### config.mk
export PLATFORM = sky130hd
export DESIGN_NAME = swrm_ctrl
export DESIGN_NICKNAME = d
export VERILOG_FILES = /design/src/hw/rtl/swrm_pkg.sv /design/src/hw/rtl/swrm_ctrl.sv
export SDC_FILE = /design/constraint.sdc
export NUM_CORES = 1
export LEC_CHECK = 0
export ABC_AREA = 1
export BUFFER_PORTS_ARGS = -buffer_cell sky130_fd_sc_hd__clkbuf_2
export CORE_AREA = 2 2 39 41
export CTS_CLUSTER_SIZE = 16
export DETAILED_ROUTE_END_ITERATION = 16
export DIE_AREA = 0 0 41 43
export RECOVER_POWER = 100
export SLEW_MARGIN = 10
export SYNTH_ARGS = -nofsm -noshare
export SYNTH_HDL_FRONTEND = slang
export SYNTH_SLANG_ARGS = --single-unit
export TNS_END_PERCENT = 5
### constraint.sdc
create_clock -name clk -period 1.65 [get_ports clk]
set_clock_uncertainty 0.15 [all_clocks]
set_input_delay 0.495 -clock clk [delete_from_list [all_inputs] [get_ports clk]]
set_output_delay 0.495 -clock clk [all_outputs]
set_load 0.01 [all_outputs]
### src/hw/rtl/swrm_pkg.sv
// Shared types and constants for the sliding-window RMS meter.
// Used by swrm_ctrl, swrm_dp and sliding_window_rms_meter; no dependencies.
`timescale 1ns / 1ps

package swrm_pkg;

    localparam int WINDOW_MAX_DEF  = 4096;
    localparam int CHANNELS_DEF    = 2;
    localparam int SAMPLE_BITS_DEF = 16;

    localparam int WIN_LEN_W   = 13;
    localparam int ACT_CH_W    = 2;
    localparam int CFG_DATA_W  = 13;
    localparam int CFG_INDEX_W = 1;

    localparam logic [CFG_INDEX_W-1:0] REG_WINDOW_LEN = 1'b0;
    localparam logic [CFG_INDEX_W-1:0] REG_ACTIVE_CH  = 1'b1;

    localparam logic [WIN_LEN_W-1:0] WINDOW_LEN_RST = 13'd2048;
    localparam logic [ACT_CH_W-1:0]  ACT_CH_RST     = 2'd2;

    typedef struct packed {
        logic clr_step;
        logic capture;
        logic mem_rd;
        logic update;
        logic div_init;
        logic div_step;
        logic sqrt_init;
        logic sqrt_step;
        logic out_load;
    } swrm_cmd_t;

    typedef struct packed {
        logic clr_last;
        logic item_ok;
        logic last_flag;
        logic step_last;
        logic out_free;
    } swrm_sts_t;

endpackage

### src/hw/rtl/swrm_ctrl.sv
// Controller state machine of the sliding-window RMS meter.
// Sequences clearing, ring update, divide and square root; uses swrm_pkg.
`timescale 1ns / 1ps

module swrm_ctrl
(
    input  logic             clk,
    input  logic             rst_n,
    input  logic             cfg_write,
    input  logic             sample_valid,
    output logic             sample_ready,
    input  swrm_pkg::swrm_sts_t sts,
    output swrm_pkg::swrm_cmd_t cmd
);

    typedef enum logic [3:0] {
        ST_CLEAR,
        ST_IDLE,
        ST_READ,
        ST_UPDATE,
        ST_DIV_INIT,
        ST_DIV,
        ST_SQRT_INIT,
        ST_SQRT,
        ST_FIN
    } state_t;

    state_t state_reg;
    state_t state_next;

    always_comb
    begin
        cmd          = '0;
        state_next   = state_reg;
        sample_ready = 1'b0;
        case (state_reg)
            ST_CLEAR:
            begin
                cmd.clr_step = 1'b1;
                if (sts.clr_last)
                begin
                    state_next = ST_IDLE;
                end
            end
            ST_IDLE:
            begin
                sample_ready = 1'b1;
                if (sample_valid)
                begin
                    cmd.capture = 1'b1;
                    if (sts.item_ok)
                    begin
                        state_next = ST_READ;
                    end
                end
            end
            ST_READ:
            begin
                cmd.mem_rd = 1'b1;
                state_next = ST_UPDATE;
            end
            ST_UPDATE:
            begin
                cmd.update = 1'b1;
                state_next = sts.last_flag ? ST_DIV_INIT : ST_IDLE;
            end
            ST_DIV_INIT:
            begin
                cmd.div_init = 1'b1;
                state_next   = ST_DIV;
            end
            ST_DIV:
            begin
                cmd.div_step = 1'b1;
                if (sts.step_last)
                begin
                    state_next = ST_SQRT_INIT;
                end
            end
            ST_SQRT_INIT:
            begin
                cmd.sqrt_init = 1'b1;
                state_next    = ST_SQRT;
            end
            ST_SQRT:
            begin
                cmd.sqrt_step = 1'b1;
                if (sts.step_last)
                begin
                    state_next = ST_FIN;
                end
            end
            ST_FIN:
            begin
                if (sts.out_free)
                begin
                    cmd.out_load = 1'b1;
                    state_next   = ST_IDLE;
                end
            end
            default:
            begin
                state_next = ST_CLEAR;
            end
        endcase
        if (cfg_write)
        begin
            state_next = ST_CLEAR;
        end
    end

    always_ff @(posedge clk or negedge rst_n)
    begin
        if (!rst_n)
        begin
            state_reg <= ST_CLEAR;
        end
        else
        begin
            state_reg <= state_next;
        end
    end

    a_cfg_clears: assert property (@(posedge clk) disable iff (!rst_n)
        cfg_write |=> (state_reg == ST_CLEAR))
        else $error("configuration write did not start a clearing pass");

    a_load_free: assert property (@(posedge clk) disable iff (!rst_n)
        cmd.out_load |-> sts.out_free)
        else $error("result loaded over an untaken result");

    a_div_to_sqrt: assert property (@(posedge clk) disable iff (!rst_n)
        (state_reg == ST_DIV && sts.step_last && !cfg_write) |=> (state_reg == ST_SQRT_INIT))
        else $error("divide end did not hand over to square root");

endmodule

# Word level (Yosys, flattened, before mapping)
# Index checks and enable logic that the tools add are counted.
[op_classes]
eq_ne = 14
mux = 21
reduce_logical = 2
[op_table]
columns = ["op", "n"]
rows = [
  ["$pmux W4 S9", 1],
  ["$mux W4", 7],
  ["$ne A3 B3 Y1 const B", 6],
  ["$eq A4 B3 Y1 const B", 4],
  ["$mux W1", 12],
  ["$eq A4 B2 Y1 const B", 2],
  ["$reduce_and A6 Y1", 1],
  ["$eq A4 B1 Y1 const B", 1],
  ["$eq A4 B4 Y1 const B", 1],
  ["$logic_not A4 Y1", 1],
  ["$mux W3", 1],
]
[totals]
register_bits = 4
input_bits = 9
output_inout_bits = 10
word_cells = 38

# Longest topological paths before layout
# Gate-level depths: netlist (run 1).
[depth]
word_depth = 4
ltp_mapped = 8
mapped_depth_nobuf = 8

# Worst setup path before layout (run 1)
# OpenSTA, ideal clock, no wires.
[synth_path]
path_type = "flip-flop to output port"
start = "reg state_reg[1]"
end = "out cmd[0] (netlist name)"
t_arrival_ns = 1.081
required_ns = 1.005
slack_ns = -0.076
stages_incl_launch_ff = 4
n_path_buf = 0
path_cell_list = "dfrtp_1 > nor2_2 > inv_1 > nor4_1"
[synth_lines]
columns = ["item", "line_no", "text"]
rows = [
  ["from (decl)", "swrm_ctrl.sv:28", "state_t state_reg;"],
  ["from (signal assigned)", "swrm_ctrl.sv:120", "state_reg <= state_next;"],
  ["to (decl)", "swrm_ctrl.sv:13", "output swrm_pkg::swrm_cmd_t cmd"],
]

==> flow_summary_export.csv, run 1 <==
group,metric,value,unit
outcome,status,"finished, violations left",
outcome,violations,"negative setup slack",
timing,period_needed,1810,ps
finish,drive_above_1_share,49.5,%
setup_path,cp-start-kind,"flip-flop",
global_route,grt_overflow,0,
finish,fin_cells,115,
timing,period_share,109,%
setup_path,slowest_delay,360,ps
global_route,antenna_found_initial,0,
finish,fillers,159,
floorplan,top_level_ports,19,
finish,largest_reg_flops,4,
setup_path,crit_type,"reg2out",
placement,dp_hpwl,869,um
finish,layout_common_cells,"nand2_1, clkbuf_2, inv_1",
placement,io_buffers,18,
floorplan,die_area,1760,sq um
finish,syn_to_final_growth,57.3,%
setup_path,cpMaxStageDelayCell,"dfrtp_1",
global_route,gr-usage-all-layers,12.9,%
global_route,grt_max_degree,9,
detailed_routing,drt_wl_total,1.02,mm
detailed_routing,ant_nets,0,
clocking,clockBufferDepth,2,
placement,dp.cells,110,
timing,final_hold_viol_count,0,
logic_synthesis,synthesis.area,402,sq um
setup_path,worstPathArrival,1160,ps
global_route,grt_pass1_vias,412,
timing,finalSetupViolations,10,
floorplan,start_util,29.0,%
setup_path,end_kind,"output pin",
clocking,insertion_delay,230,ps
detailed_routing,num_vias,523,
logic_synthesis,yosysTopAreaCellShare,24.9,%
power,ir_worst_vdd,311,uV
placement,place_congestion,0.760,
placement,place_ws,11.9,ps
finish,antenna_cells,0,
clocking,cts_max_level,1,
logic_synthesis,postSynthNetCount,78,
timing,max_clock_freq,554,MHz
power,power_density,1080,nW/um^2
logic_synthesis,synth-seq-area-share,24.9,%
clocking,clock-sinks,4,
flow_run,cap_violations,0,
floorplan,die_h,43,um
setup_path,crit_required,1000,ps
logic_synthesis,ys_top_cells_by_area,"dfrtp_1, inv_1, nand2_1",
global_route,grt_pass1_wl,1.59,mm
floorplan,rows,14,
floorplan,die_w,41,um
logic_synthesis,ys_seq_elements,4,
logic_synthesis,ys_warn_count,0,
timing,worstMarginPinSlew,219,ps
detailed_routing,drc,0,
logic_synthesis,yosysTopAreaCell,"dfrtp_1",
detailed_routing,dr.pass1.iters,4,
clocking,cts_root_buf,"clkbuf_4",
detailed_routing,wire_per_inst,8.86,um
floorplan,core_area,1380,sq um
logic_synthesis,ys_types,15,
setup_path,crit_chain,"clkbuf_2 -> nor4_2 -> buf_2",
timing,final_max_slew_viol_count,0,
detailed_routing,drtIter0Drc,6,
timing,rsz0062_at_grt,"true",
timing,worst_slack,-155,ps
power,leakage,0.385,nW
finish,final_common_cell,"nand2_1",
finish,nets,110,
clocking,cts_made_buffers,3,
detailed_routing,via_per_inst,4.55,
logic_synthesis,syn_inst,69,
setup_path,cp_max_fo,4,
clocking,clk_pin_slew,40,ps
min_path,hold_path.class,"in2reg",
clocking,cts_tree,"yes",
timing,slew-limit-headroom,85.4,%
logic_synthesis,syn_avg_cell_area,5.82,sq um
path summary, 6_finish.rpt:
| check | start | to | slack, ps | cells past startpoint |
|---|---|---|---|---|
| worst max-delay path | state_reg[2]$_DFFE_PN0P_ | cmd[0] | -160 | 3 |
| max in group asynchronous | rst_n | state_reg[3]$_DFFE_PN0P_ | 690 | 2 |
| worst min-delay path | sts[1] | state_reg[1]$_DFFE_PN0P_ | 420 | 4 |
| worst max register to register | state_reg[2]$_DFFE_PN0P_ | state_reg[3]$_DFFE_PN0P_ | 190 | 8 |
| min in group asynchronous | rst_n | state_reg[1]$_DFFE_PN0P_ | 470 | 2 |
| worst min register to register | state_reg[3]$_DFFE_PN0P_ | state_reg[1]$_DFFE_PN0P_ | 510 | 3 |
logic make-up after synthesis:
logic type | after synthesis | synth area share, %
compound gates | 2 | 3.43
flops | 4 | 24.9
buf+inv | 19 | 17.8
simple gates | 44 | 53.9
Yosys cell counts:
master / count
inv_1: 17
nand2_1: 17
nand3_1: 8
nor2_1: 6
dfrtp_1: 4
nor2_2: 3
nor3_1: 3
inv_2: 2
nand3_2: 2
nand4_1: 2
a21oi_1: 1
nand2_2: 1
nor2_4: 1
nor4_1: 1
o21ai_2: 1
what timing repair did:
action,4_1_cts,5_1_grt
resized for setup,10,9
pin swaps,1,1
endpoints found under the setup margin,10,10
buffers inserted,0,1
hold buffers,1,0
hold endpoints to repair,4,0
area by class of cell:
class / instances / area [sq um] / share of cell area, %
flip-flops and latches: 4 / 104 / 16.4
clock buffers: 3 / 22.5 / 3.56
repair buffers: 27 / 153 / 24.2
multi-input cells: 46 / 259 / 41.0
inverters: 19 / 73.8 / 11.7
well taps: 16 / 20.0 / 3.17
worst max-delay path, delay by kind of cell, from the launching register on:
family        cells  cell delay (ps)
buf+inv           2              310
flops             1              360
simple gates      1              260
power breakdown:
part / switching [mW] / internal (mW)
registers: 0.0430 / 0.121
clock network: 0.0356 / 0.0810
logic: 0.225 / 0.178
stage by stage:
| stage | power, mW | hold WS (ps) | TNS (ps) | utilization, % | area (sq um) |
|---|---|---|---|---|---|
| after floorplan | 0.383 | 49.4 | 0 | - | 408 |
| after detailed placement | 0.531 | 153 | 0 | 41.2 | 571 |
| after global routing | 0.750 | 445 | -1820 | 45.7 | 632 |
| after global placement | 0.523 | 151 | 0 | 41.2 | 571 |
| after CTS | 0.680 | 422 | -1330 | 44.8 | 621 |
| final | 0.683 | 420 | -1150 | 45.7 | 632 |
layer usage:
layer	wire, um	track usage, %	part of all wire, %
met4	0	2.00	0
met5	0	0	0
met3	70	3.14	6.9
met2	516	21.6	51
met1	432	16.3	42
(Power assumes the default switching activity.)
==> run 2, diff against run 1 <==
--- a/config.mk
+++ b/config.mk
@@ -12,6 +12,7 @@
 export DETAILED_ROUTE_END_ITERATION = 16
 export DIE_AREA = 0 0 41 43
 export RECOVER_POWER = 100
+export SETUP_SLACK_MARGIN = 0.4
 export SLEW_MARGIN = 10
 export SYNTH_ARGS = -nofsm -noshare
 export SYNTH_HDL_FRONTEND = slang
==> constraint.sdc (replaced) <==
create_clock -name clk -period 1.65 [get_ports clk]
set_clock_uncertainty 0.15 [all_clocks]
set_input_delay 0.165 -clock clk [delete_from_list [all_inputs] [get_ports clk]]
set_output_delay 0.165 -clock clk [all_outputs]
set_load 0.01 [all_outputs]
==> run 2 against run 1 <==
Global-route usage up 0.11 points. Non-clock buffer count down 4. Sequential cell count unchanged. The run now ends clean. Critical endpoint is now cmd[1]. Largest cell class unchanged.
==> flow_summary_export.csv, run 2 (same netlist as run 1, synthesis figures left out) <==
group,metric,value,unit
global_route,grt_overflow,0,
setup_path,crit_required,1330,ps
finish,fillers,144,
outcome,status,"complete, no violations",
detailed_routing,drt_wl_total,996,um
timing,slew-limit-headroom,82.7,%
setup_path,crit_type,"reg2out",
timing,worstMarginPinSlew,259,ps
detailed_routing,dr.pass1.iters,4,
clocking,cts_root_buf,"clkbuf_4",
finish,layout_common_cells,"nand2_1, clkbuf_2, inv_1",
finish,syn_to_final_growth,52.6,%
clocking,cts_tree,"yes",
timing,period_share,93.2,%
timing,period_needed,1540,ps
detailed_routing,ant_nets,0,
floorplan,core_area,1380,sq um
global_route,antenna_found_initial,0,
power,pwr-share-seq,24.7,%
finish,fin_area,613,sq um
clocking,insertion_delay,230,ps
global_route,grt_max_degree,9,
global_route,grt_pass1_vias,428,
detailed_routing,drc,0,
power,internal-power,0.359,mW
finish,drive_above_1_share,46.3,%
placement,placed_area,518,sq um
setup_path,cp-start-kind,"flip-flop",
detailed_routing,num_vias,472,
floorplan,top_level_ports,19,
placement,io_buffers,18,
placement,place_congestion,0.766,
setup_path,cp_max_fo,3,
clocking,clockBufferDepth,2,
floorplan,rows,14,
detailed_routing,via_per_inst,4.25,
detailed_routing,drtIter0Drc,3,
timing,finalSetupViolations,0,
floorplan,die_area,1760,sq um
finish,final_common_cell,"nand2_1",
global_route,gr-usage-all-layers,13.0,%
global_route,grt_pass1_wl,1.55,mm
timing,final_hold_viol_count,0,
power,power_frac_comb,57.6,%
clocking,clock-sinks,4,
placement,dp_hpwl,784,um
detailed_routing,wire_per_inst,8.97,um
clocking,clk_pin_slew,30,ps
floorplan,die_h,43,um
flow_run,cap_violations,0,
timing,worst_slack,113,ps
floorplan,start_util,29.0,%
timing,final_max_slew_viol_count,0,
timing,max_clock_freq,651,MHz
power,leakage,0.371,nW
power,power_density,1080,nW/um^2
finish,antenna_cells,0,
setup_path,worstPathArrival,1220,ps
power,netSwitchingPower,0.301,mW
timing,rsz0062_at_grt,"true",
min_path,hold_path.class,"in2reg",
timing,setup_tns,0,ps
clocking,cts_made_buffers,3,
placement,place_ws,184,ps
power,ir_worst_vdd,339,uV
setup_path,rrSetupSlack,170,ps
finish,fin_util,44.3,%
finish,largest_reg_flops,4,
finish,nets,106,
power,pwr-share-clk,17.7,%
setup_path,end_kind,"output pin",
clocking,cts_max_level,1,
floorplan,die_w,41,um
power,switching_share,45.7,%
[run 2: cell types whose count changed in the layout (fill, tap and decap cells not counted)]
cell | before | now
buf_2 | 4 | 1
buf_4 | 6 | 2
buf_6 | 0 | 1
clkbuf_1 | 2 | 1
clkbuf_2 | 14 | 16
clkbuf_4 | 3 | 4
inv_2 | 5 | 6
inv_4 | 1 | 0
nand2_1 | 16 | 17
nand2_2 | 2 | 1
nor2_1 | 4 | 5
nor2_2 | 3 | 2
nor4_2 | 1 | 0
nor4_4 | 0 | 1
[run 2: area by class of cell]
class	count	area, sq um	area share [%]
multi-input combinational	46	263	42.9
timing repair buffer	23	133	21.6
sequential	4	104	16.9
inverter	19	71.3	11.6
clock buffer	3	22.5	3.67
tap	16	20.0	3.27
[run 2: power groups by stage]
| stage | Sequential (mW) | Clock (mW) | Combinational [mW] |
|---|---|---|---|
| floorplan | 0.148 | 0 | 0.235 |
| global placement | 0.158 | 0 | 0.323 |
| detailed placement | 0.157 | 0 | 0.322 |
| CTS | 0.162 | 0.121 | 0.374 |
| global route | 0.167 | 0.127 | 0.429 |
| finish | 0.163 | 0.117 | 0.380 |
[run 2: critical path, cell delays in order, from the launching register on]
cell	delay, ps
dfrtp_1	420
inv_1	100
nor2_2	150
nand2_1	90
inv_1	100
clkbuf_2	140
[run 2: per-layer routing]
metal / track usage [%] / vias to the layer above / wire length [um]
met4: 6.00 / 0 / 0
met1: 13.8 / 194 / 410
met5: 0 / - / 0
li1: - / 265 / -
met2: 21.6 / 13 / 533
met3: 4.71 / 0 / 52
[run 2: path summary, 6_finish.rpt]
check	startpoint	to	depth (start not counted)
setup / recovery	state_reg[2]$_DFFE_PN0P_	cmd[1]	5
hold / removal	sts[1]	state_reg[1]$_DFFE_PN0P_	4
setup reg to reg	state_reg[3]$_DFFE_PN0P_	state_reg[1]$_DFFE_PN0P_	8
hold reg to reg	state_reg[0]$_DFFE_PN0P_	state_reg[0]$_DFFE_PN0P_	2
max in group asynchronous	rst_n	state_reg[1]$_DFFE_PN0P_	2
min in group asynchronous	rst_n	state_reg[0]$_DFFE_PN0P_	2
[run 2: timing repair]
| item | CTS | global route |
|---|---|---|
| hold buffers | 1 | 0 |
| buffers inserted | 3 | 1 |
| pin swaps | 1 | 0 |
| setup endpoints to repair | 14 | 14 |
| endpoints found under the hold margin | 4 | 0 |
| gates resized for setup | 6 | 10 |
[run 2: through the flow]
stage | power [mW] | hold WS, ps | cells
2_1_floorplan | 0.383 | -281 | 69
3_3_place_gp | 0.480 | -176 | 103
3_5_place_dp | 0.479 | -175 | 103
4_1_cts | 0.656 | 83.7 | 110
5_1_grt | 0.723 | 123 | 111
6_report | 0.660 | 89.6 | 111
==> run 3, diff against run 2 <==
--- a/config.mk
+++ b/config.mk
@@ -7,10 +7,12 @@
 export LEC_CHECK = 0
 export ABC_AREA = 1
 export BUFFER_PORTS_ARGS = -buffer_cell sky130_fd_sc_hd__clkbuf_2
-export CORE_AREA = 2 2 39 41
+export CELL_PAD_IN_SITES_DETAIL_PLACEMENT = 1
+export CELL_PAD_IN_SITES_GLOBAL_PLACEMENT = 1
+export CORE_UTILIZATION = 27
 export CTS_CLUSTER_SIZE = 16
 export DETAILED_ROUTE_END_ITERATION = 16
-export DIE_AREA = 0 0 41 43
+export PLACE_DENSITY_LB_ADDON = 0.1
 export RECOVER_POWER = 100
 export SETUP_SLACK_MARGIN = 0.4
 export SLEW_MARGIN = 10
==> run 3 against run 2 <==
Clock power barely moved. Sequential cell count unchanged. Critical path depth unchanged. Cell area fell by 2.2%. Total power rose by 0.55%. Cell count is 0.90% lower. Via count up 12%. Core utilization increased by 0.089 points.
==> flow_summary_export.csv, run 3 (same netlist as run 1, synthesis figures left out) <==
group,metric,value,unit
outcome,status,"complete, no violations",
clocking,cts_made_buffers,3,
floorplan,core_area,1350,sq um
timing,period_share,93.1,%
timing,final_max_slew_viol_count,0,
clocking,insertion_delay,230,ps
finish,syn_to_final_growth,49.2,%
clocking,cts_max_level,1,
setup_path,slowest_delay,450,ps
detailed_routing,num_vias,530,
timing,max_clock_freq,651,MHz
flow_run,cap_violations,0,
setup_path,cp-start-kind,"flip-flop",
setup_path,crit_type,"reg2out",
placement,dp.cells,102,
power,finalPower,0.663,mW
global_route,grt_pass1_wl,2.06,mm
setup_path,crit_required,1330,ps
floorplan,die_area,1650,sq um
placement,place_congestion,0.720,
clocking,clk_pin_slew,40,ps
placement,placed_area,517,sq um
detailed_routing,dr.pass1.iters,2,
floorplan,top_level_ports,19,
timing,final_hold_viol_count,0,
clocking,clockBufferDepth,2,
finish,fin_util,44.4,%
global_route,grt_pass1_vias,515,
setup_path,worstPathArrival,1220,ps
global_route,grt_overflow,0,
floorplan,die_h,40.6,um
clocking,clock-sinks,4,
timing,rsz0062_at_grt,"true",
clocking,cts_root_buf,"clkbuf_4",
power,power_density,1110,nW/um^2
finish,largest_reg_flops,4,
detailed_routing,drc,0,
finish,fin_area,599,sq um
floorplan,die_w,40.6,um
power,ir_worst_vdd,403,uV
detailed_routing,via_per_inst,4.82,
finish,layout_common_cells,"nand2_1, clkbuf_2, inv_1",
timing,slew-limit-headroom,83.7,%
timing,period_needed,1540,ps
floorplan,start_util,29.7,%
detailed_routing,ant_nets,0,
timing,finalSetupViolations,0,
setup_path,crit_chain,"inv_2 -> nor2_2 -> nand2_1 -> inv_1 -> clkbuf_2",
power,leakage,0.353,nW
min_path,hold_path.class,"in2reg",
global_route,grt_max_degree,9,
clocking,cts_tree,"yes",
finish,antenna_cells,0,
setup_path,end_kind,"output pin",
global_route,gr-usage-all-layers,18.9,%
detailed_routing,drtIter0Drc,2,
finish,nets,106,
placement,io_buffers,18,
setup_path,cp_max_fo,7,
global_route,antenna_found_initial,0,
finish,drive_above_1_share,49.5,%
setup_path,cpMaxStageDelayCell,"dfrtp_2",
timing,setup_tns,0,ps
floorplan,rows,13,
timing,worstMarginPinSlew,244,ps
detailed_routing,drt_wl_total,1.28,mm
placement,dp_hpwl,1.05,mm
finish,fin_cells,110,
detailed_routing,wire_per_inst,11.7,um
## run 3: final timing paths
| check | startpoint | endpoint | slack, ps | depth (start not counted) |
|---|---|---|---|---|
| max | state_reg[0]$_DFFE_PN0P_ | cmd[3] | 110 | 5 |
| min | sts[1] | state_reg[1]$_DFFE_PN0P_ | 80 | 4 |
| max reg2reg | state_reg[0]$_DFFE_PN0P_ | state_reg[0]$_DFFE_PN0P_ | 180 | 7 |
| min reg2reg | state_reg[3]$_DFFE_PN0P_ | state_reg[1]$_DFFE_PN0P_ | 500 | 3 |
| max in group asynchronous | rst_n | state_reg[3]$_DFFE_PN0P_ | 1000 | 2 |
| min in group asynchronous | rst_n | state_reg[0]$_DFFE_PN0P_ | 150 | 2 |
## run 3: worst max-delay path, delay by kind of cell, from the launching register on
family / cells / cell delay, ps
flip-flops: 1 / 450
AND/OR/NAND/NOR: 2 / 290
buffers and inverters: 3 / 240
## run 3: per-layer routing
metal | track usage (%) | wire, um | part of all wire, % | up-vias
li1 | - | - | - | 266
met5 | 0 | 0 | 0 | -
met3 | 1.67 | 44 | 3.4 | 0
met1 | 20.8 | 532 | 41 | 250
met2 | 36.1 | 706 | 55 | 14
met4 | 7.50 | 0 | 0 | 0
## run 3: report_power, final
part           leakage, nW  switching, mW  total, mW  internal (mW)
combinational        0.290          0.231      0.381          0.150
clock               0.0138         0.0357      0.117         0.0811
sequential          0.0497         0.0448      0.166          0.121
total                0.353          0.312      0.663          0.352
## run 3: timing repair
action | in CTS | in global routing
setup buffers | 4 | 0
gates resized for setup | 12 | 9
hold buffers | 1 | 0
pin swaps | 2 | 3
endpoints found under the hold margin | 4 | 0
setup endpoints to repair | 14 | 14
## run 3: stage by stage
step	hold slack, ps	setup slack (ps)
after floorplan	-281	365
after global placement	-174	146
after detailed placement	-172	167
after CTS	85.9	127
after global routing	105	53.1
final	84.5	113
## run 3: cell type report
type,count,area [sq um]
multi-input cells,46,264
fillers,207,751
well taps,15,18.8
clock buffers,3,22.5
repair buffers,23,119
inverters,19,71.3
flip-flops and latches,4,104
